`src/rtl/core/hsed_pkg.sv`:
```
// package: widths, masks and types shared by the hamming sec encode/decode files
package hsed_pkg;

    localparam int DATA_BITS  = 32;
    localparam int CHECK_BITS = 6;
    localparam int NUM_ROWS   = 6;

    localparam int DATA_W  = 32;
    localparam int CHECK_W = 6;
    localparam int ROW_W   = 32;
    localparam int CFG_IDX_W = $clog2(NUM_ROWS);

    localparam logic [DATA_W-1:0] DATA_MASK = (DATA_BITS >= DATA_W) ? {DATA_W{1'b1}} :
        DATA_W'((64'd1 << DATA_BITS) - 64'd1);
    localparam logic [CHECK_W-1:0] CHECK_MASK = (CHECK_BITS >= CHECK_W) ? {CHECK_W{1'b1}} :
        CHECK_W'((64'd1 << CHECK_BITS) - 64'd1);

    typedef enum logic {
        ACT_ENCODE = 1'b0,
        ACT_DECODE = 1'b1
    } t_action;

    typedef logic [DATA_W-1:0]  t_data;
    typedef logic [CHECK_W-1:0] t_check;
    typedef logic [ROW_W-1:0]   t_row;

endpackage

```
`src/rtl/core/hsed_req_if.sv`:
```
// interface: request channel into the encode/decode unit
interface hsed_req_if;
    logic                  valid;
    logic                  ready;
    hsed_pkg::t_action     action;
    hsed_pkg::t_data       data_bits;
    hsed_pkg::t_check      check_bits;

    modport source (output valid, output action, output data_bits, output check_bits,
                    input ready);
    modport sink   (input valid, input action, input data_bits, input check_bits,
                    output ready);
endinterface

```
`src/rtl/core/hsed_rsp_if.sv`:
```
// interface: result channel out of the encode/decode unit
interface hsed_rsp_if;
    logic              valid;
    logic              ready;
    hsed_pkg::t_data   data_out;
    hsed_pkg::t_check  check_out;
    logic              corrected;

    modport source (output valid, output data_out, output check_out, output corrected,
                    input ready);
    modport sink   (input valid, input data_out, input check_out, input corrected,
                    output ready);
endinterface

```
`src/rtl/core/hamming_sec_encode_decode_unit.sv`:
```
// top level: sec hamming encoder and decoder with configurable parity matrix
// path: request accept, then the input register, then the result register, then result valid
// throughput: one request per cycle while results are taken; the request side takes a new request while a
// result waits, as long as the input register is free or moves on in that cycle
// reset: synchronous active low; clears both valid flags and all parity rows to zero
module hamming_sec_encode_decode_unit (
    input  logic                                 i_clk,
    input  logic                                 i_rst_n,
    input  logic                                 i_cfg_we,
    input  logic [hsed_pkg::CFG_IDX_W-1:0]       i_cfg_index,
    input  hsed_pkg::t_row                       i_cfg_wdata,
    hsed_req_if.sink                             i_req,
    hsed_rsp_if.source                           o_rsp
);

    hsed_pkg::t_row    r_rows [hsed_pkg::NUM_ROWS];

    logic              r_s1_valid;
    hsed_pkg::t_action r_s1_action;
    hsed_pkg::t_data   r_s1_data;
    hsed_pkg::t_check  r_s1_check;

    logic              r_out_valid;
    hsed_pkg::t_data   r_out_data;
    hsed_pkg::t_check  r_out_check;
    logic              r_out_corrected;

    logic              s1_advance;
    logic              req_take;

    hsed_pkg::t_check  n_checks;
    hsed_pkg::t_check  n_syndrome;
    hsed_pkg::t_data   n_match;
    hsed_pkg::t_data   n_flip;
    hsed_pkg::t_data   n_data;
    hsed_pkg::t_check  n_check;
    logic              n_corrected;

    assign s1_advance  = !r_out_valid || o_rsp.ready;
    assign i_req.ready = !r_s1_valid || s1_advance;
    assign req_take    = i_req.valid && i_req.ready;

    // parity matrix rows
    always_ff @(posedge i_clk) begin
        if (!i_rst_n) begin
            for (int r = 0; r < hsed_pkg::NUM_ROWS; r++) begin
                r_rows[r] <= '0;
            end
        end else if (i_cfg_we && (i_cfg_index < hsed_pkg::CFG_IDX_W'(hsed_pkg::NUM_ROWS))) begin
            r_rows[i_cfg_index] <= i_cfg_wdata;
        end
    end

    // input register
    always_ff @(posedge i_clk) begin
        if (!i_rst_n) begin
            r_s1_valid <= 1'b0;
        end else if (i_req.ready) begin
            r_s1_valid <= i_req.valid;
        end
    end

    always_ff @(posedge i_clk) begin
        if (req_take) begin
            r_s1_action <= i_req.action;
            r_s1_data   <= i_req.data_bits & hsed_pkg::DATA_MASK;
            r_s1_check  <= i_req.check_bits & hsed_pkg::CHECK_MASK;
        end
    end

    // check bits, syndrome and column match
    always_comb begin
        n_checks = '0;
        for (int r = 0; r < hsed_pkg::NUM_ROWS; r++) begin
            n_checks[r] = ^(r_rows[r] & r_s1_data);
        end
        n_checks   = n_checks & hsed_pkg::CHECK_MASK;
        n_syndrome = (n_checks ^ r_s1_check) & hsed_pkg::CHECK_MASK;

        n_match = '0;
        for (int j = 0; j < hsed_pkg::DATA_W; j++) begin
            hsed_pkg::t_check col;
            col = '0;
            for (int r = 0; r < hsed_pkg::NUM_ROWS; r++) begin
                col[r] = r_rows[r][j];
            end
            n_match[j] = ((col & hsed_pkg::CHECK_MASK) == n_syndrome)
                         && (n_syndrome != '0) && hsed_pkg::DATA_MASK[j];
        end
        // lowest matching column wins
        n_flip = n_match & (~n_match + hsed_pkg::DATA_W'(1));

        unique case (r_s1_action)
            hsed_pkg::ACT_DECODE: begin
                n_data      = r_s1_data ^ n_flip;
                n_check     = n_syndrome;
                n_corrected = |n_match;
            end
            default: begin
                n_data      = r_s1_data;
                n_check     = n_checks;
                n_corrected = 1'b0;
            end
        endcase
    end

    // result register
    always_ff @(posedge i_clk) begin
        if (!i_rst_n) begin
            r_out_valid <= 1'b0;
        end else if (s1_advance) begin
            r_out_valid <= r_s1_valid;
        end
    end

    always_ff @(posedge i_clk) begin
        if (s1_advance && r_s1_valid) begin
            r_out_data      <= n_data;
            r_out_check     <= n_check;
            r_out_corrected <= n_corrected;
        end
    end

    assign o_rsp.valid     = r_out_valid;
    assign o_rsp.data_out  = r_out_data;
    assign o_rsp.check_out = r_out_check;
    assign o_rsp.corrected = r_out_corrected;

endmodule

```
`src/flat_wrapper.sv`:
```
// flat-port wrapper written by rule: the top's interface ports become plain ports
module hamming_sec_encode_decode_unit_flat 
  (i_clk, i_rst_n, i_cfg_we, i_cfg_index, i_cfg_wdata, i_req_valid, i_req_action, i_req_data_bits, i_req_check_bits, i_req_ready, o_rsp_valid, o_rsp_data_out, o_rsp_check_out, o_rsp_corrected, o_rsp_ready);
  hsed_req_if i_req_i ();
  hsed_rsp_if o_rsp_i ();
  input  logic i_clk;
  input  logic i_rst_n;
  input  logic i_cfg_we;
  input  logic [hsed_pkg::CFG_IDX_W-1:0] i_cfg_index;
  input  hsed_pkg::t_row i_cfg_wdata;
  input wire logic [$bits(i_req_i.valid)-1:0] i_req_valid;
  input wire logic [$bits(i_req_i.action)-1:0] i_req_action;
  input wire logic [$bits(i_req_i.data_bits)-1:0] i_req_data_bits;
  input wire logic [$bits(i_req_i.check_bits)-1:0] i_req_check_bits;
  output wire logic [$bits(i_req_i.ready)-1:0] i_req_ready;
  output wire logic [$bits(o_rsp_i.valid)-1:0] o_rsp_valid;
  output wire logic [$bits(o_rsp_i.data_out)-1:0] o_rsp_data_out;
  output wire logic [$bits(o_rsp_i.check_out)-1:0] o_rsp_check_out;
  output wire logic [$bits(o_rsp_i.corrected)-1:0] o_rsp_corrected;
  input wire logic [$bits(o_rsp_i.ready)-1:0] o_rsp_ready;
  assign i_req_i.valid = i_req_valid;
  assign i_req_i.action = i_req_action;
  assign i_req_i.data_bits = i_req_data_bits;
  assign i_req_i.check_bits = i_req_check_bits;
  assign i_req_ready = i_req_i.ready;
  assign o_rsp_valid = o_rsp_i.valid;
  assign o_rsp_data_out = o_rsp_i.data_out;
  assign o_rsp_check_out = o_rsp_i.check_out;
  assign o_rsp_corrected = o_rsp_i.corrected;
  assign o_rsp_i.ready = o_rsp_ready;
  hamming_sec_encode_decode_unit u_core (.i_clk(i_clk), .i_rst_n(i_rst_n), .i_cfg_we(i_cfg_we), .i_cfg_index(i_cfg_index), .i_cfg_wdata(i_cfg_wdata), .i_req(i_req_i), .o_rsp(o_rsp_i));
endmodule
```
`config.mk`:
```
export PLATFORM = sky130hd
export DESIGN_NAME = hamming_sec_encode_decode_unit_flat
export DESIGN_NICKNAME = d
export VERILOG_FILES = /design/src/rtl/core/hsed_pkg.sv /design/src/rtl/core/hsed_req_if.sv /design/src/rtl/core/hsed_rsp_if.sv /design/src/rtl/core/hamming_sec_encode_decode_unit.sv /design/src/flat_wrapper.sv
export SDC_FILE = /design/constraint.sdc
export NUM_CORES = 1
export LEC_CHECK = 0
export BUFFER_PORTS_ARGS = -buffer_cell sky130_fd_sc_hd__clkbuf_2
export CORE_UTILIZATION = 35
export CTS_CLUSTER_SIZE = 24
export DETAILED_ROUTE_END_ITERATION = 12
export PLACE_DENSITY_LB_ADDON = 0.25
export RECOVER_POWER = 25
export SETUP_SLACK_MARGIN = 0.5
export SYNTH_ARGS = -nofsm -noshare
export SYNTH_HDL_FRONTEND = slang
export SYNTH_SLANG_ARGS = --single-unit
```
`constraint.sdc`:
```
create_clock -name i_clk -period 4.06 [get_ports i_clk]
set_input_delay 0.203 -clock i_clk [delete_from_list [all_inputs] [get_ports i_clk]]
set_output_delay 0.203 -clock i_clk [all_outputs]
set_load 0.02 [all_outputs]
```
==> results.cfg <==
[setup_path]
slowest_stage = edfxtp_1
crit_chain = buf_4 -> nand2_2 -> xnor2_2 -> xnor2_2 -> xnor2_2 -> xnor3_2 -> xnor2_4 -> buf_6 -> buf_16 -> buf_6 -> xnor2_2 -> nand4_1 -> o211a_4 -> nor4b_4 -> a41oi_4 -> buf_6 -> nor4b_4 -> xor2_1
timing.critical_path.mode_cell = xnor2_2
crit_type = reg -> reg
required_ns = 4.35
cpPeakStageDelay_ns = 0.50
crit_buf_inv = 5
worstPathArrival_ns = 4.53
cp_max_fo = 5
end_kind = flip-flop
path_delay_family = XOR/XNOR gates
critPathLaunchType = flip-flop

[worst_hold_path]
hold_path_class = in -> reg

[synthesis]
async_flop_share = 0
syn-num-nets = 1486
yosys.area.top_type = edfxtp_1
synth.top_cells.by_count = edfxtp_1, xnor2_1, nand2_1, nor2_1, xor2_1
yosysSeqAreaShare = 0.506
synthTopCellsByArea = edfxtp_1, xnor2_1, xor2_1, nand2_1, xnor3_1
synth-edff-count = 270
synth-seq-cells = 272
yosysMostFrequentCell = edfxtp_1
synthesis.area_um2 = 16100
synth_ff_type = edfxtp_1
synth.avg_cell_area_um2 = 11.4
syn_inst = 1407
yosys_warnings = 0
yosys.area.top_type_share = 0.503
yosysUniqueCellTypes = 53

[grt]
overflow = 0
grt_pass1_wl_um = 82700
grt_pass1_vias = 11968
grt_max_degree = 40
gr-usage-all-layers = 0.251
grt_antenna_before_repair = 0

[timing]
clock.fmax_mhz = 236
final_hold_viol_count = 0
finalCriticalPeriod_ns = 4.24
slew_viol_final = 59
worstMarginPinSlew_ns = 1.99
grt_setup_unrepaired = yes
fin_ws_ns = -0.182
skew_ns = 0.0205
timing.final.crit_share = 1.04
setup_viol = 15
relSlewSlack = -0.330

[drt]
vias = 12074
wl_um = 58600
ant_nets = 0
drc = 0
dr.first_iter.drc_count = 1140
wl_per_cell_um = 23.8
via_per_inst = 4.90
drt-pass1-iter-count = 6

[cts]
cts_buffers = 34
tritoncts = done
clock_latency_ns = 0.54
h-tree-depth = 2
cts_root_buf = clkbuf_16
clkTransAtPathRegs_ns = 0.06
cts.sinks = 272
clk_path_buf_depth = 3

[die]
dieHeight_um = 216
die_w_um = 216
coreArea_um2 = 45400
io_pins = 120
initial_core_util = 0.355
rows = 78
dieArea_um2 = 46900

[finish]
seq_area_um2 = 8150
nFillCells = 4116
final_layout_size_suffix_gt1_frac = 0.317
fin_area_um2 = 22100
nets = 1918
area_delta_synth_final_pct = 37.0
multiInputGateArea_um2 = 8230
antenna_cells = 0

[placement]
postPlaceCellArea_um2 = 19300
place.gp.congestion = 0.964
dp.final_hpwl_um = 41900
preCtsSetupSlack_ns = -0.525
portBuffers = 119

[pwr]
power.leakage_nw = 8.84
ir_worst_vdd_uv = 711
p_per_area_nw_per_um2 = 993

[outcome]
violations = max-capacitance violations, max-slew violations, negative setup slack
outcome = complete, but fails checks

[flow_run]
cap_violations = 2
where the power goes:
| group | leakage (nW) | internal, mW | total (mW) | switching, mW |
|---|---|---|---|---|
| Sequential | 2.61 | 3.39 | 3.54 | 0.142 |
| Combinational | 5.71 | 7.89 | 15.4 | 7.50 |
| Clock | 0.526 | 1.77 | 2.97 | 1.21 |
state kept, by name, summed over array words and instances, names as in the netlist:
signal	cells
u_core.o_rsp.corrected	1
u_core.r_s1_data	32
u_core.r_s1_valid	1
u_core.r_s1_action	1
u_core.o_rsp.data_out	32
u_core.o_rsp.check_out	6
u_core.o_rsp.valid	1
u_core.r_rows	192
u_core.r_s1_check	6
per-stage QoR:
stage          total power [mW]  hold slack (ns)  setup TNS [ns]   util  cells
4_1_cts                    21.4           0.0119           -1.84  0.478   2449
3_5_place_dp               16.6            0.382           -9.72  0.425   2315
3_3_place_gp               16.6            0.381           -9.25  0.425   2315
2_1_floorplan              11.7            0.302               0      -   1407
6_report                   21.9           0.0370           -1.46  0.486   2463
5_1_grt                    22.8           0.0652           -3.65  0.486   2463
logic make-up after synthesis:
| logic type | synth area share |
|---|---|
| compound gates | 0.0103 |
| flops | 0.506 |
| xor+xnor | 0.295 |
| simple gates | 0.152 |
| buf+inv | 0.0375 |
path summary, 6_finish.rpt:
kind	from	endpoint	slack (ns)	depth (start not counted)
worst max-delay path	u_core.r_s1_data[29]	u_core.o_rsp.data_out[25]	-0.18	18
worst min-delay path	i_cfg_wdata[19]	u_core.r_rows[5][19]	0.04	3
worst max register to register	u_core.r_s1_data[29]	u_core.o_rsp.data_out[25]	-0.18	18
worst min register to register	u_core.r_s1_valid	u_core.o_rsp.valid	0.55	1
timing repair:
item	in CTS	in global routing
endpoints found under the setup margin	33	33
pin swaps	44	30
hold endpoints to repair	40	0
resized for setup	109	70
setup buffers	33	14
gates cloned	1	0
hold buffers	40	0
worst reg2reg max path, cell delays in order (launching register included):
cell	delay, ns
edfxtp_1	0.50
buf_4	0.17
nand2_2	0.12
xnor2_2	0.19
xnor2_2	0.16
xnor2_2	0.20
xnor3_2	0.48
xnor2_4	0.21
buf_6	0.14
buf_16	0.14
buf_6	0.12
xnor2_2	0.12
nand4_1	0.16
o211a_4	0.20
nor4b_4	0.26
a41oi_4	0.23
buf_6	0.19
nor4b_4	0.31
xor2_1	0.10
layout by cell type, fill, tap and decap left out, types with 4 or more instances in the layout:
master	synthesis	final
nand2_2	0	20
xor2_2	0	22
xor2_1	147	124
inv_1	34	34
clkinv_1	0	11
buf_6	6	32
nor3_4	1	4
nor2_1	177	167
nor4_1	11	6
dlygate4sd3_1	0	40
nor2_4	0	4
nand2_1	254	232
nand3_1	16	14
edfxtp_1	270	270
nor4_2	0	4
buf_12	1	20
xnor2_1	263	226
xnor2_2	6	41
buf_4	14	257
nand3_2	4	6
xnor2_4	3	5
buf_8	2	5
clkinv_2	0	5
clkbuf_2	0	73
nand4_1	16	16
xnor3_2	1	5
clkbuf_16	0	37
nor3_1	17	12
xnor3_1	39	35
nor2_2	0	6
a21oi_1	6	6
clkbuf_1	22	51
nand4b_1	4	4
routing by layer:
layer  part of all wire  vias up  wire length, um  global-route usage
met4              0.036        0             2110              0.0920
li1                   -     5488                -                   -
met1               0.42     5958            24500               0.334
met2               0.47      531            27600               0.411
met3              0.074       97             4350              0.0406
met5                  0        -                0                   0
final cells by class:
class,count,area share
timing repair buffer,475,0.169
clock buffer,41,0.0426
clock inverter,19,0.00607
tap,600,0.0340
multi-input combinational,1022,0.373
sequential,272,0.369
inverter,34,0.00578
Note: power is estimated with default switching activity, not from simulation.
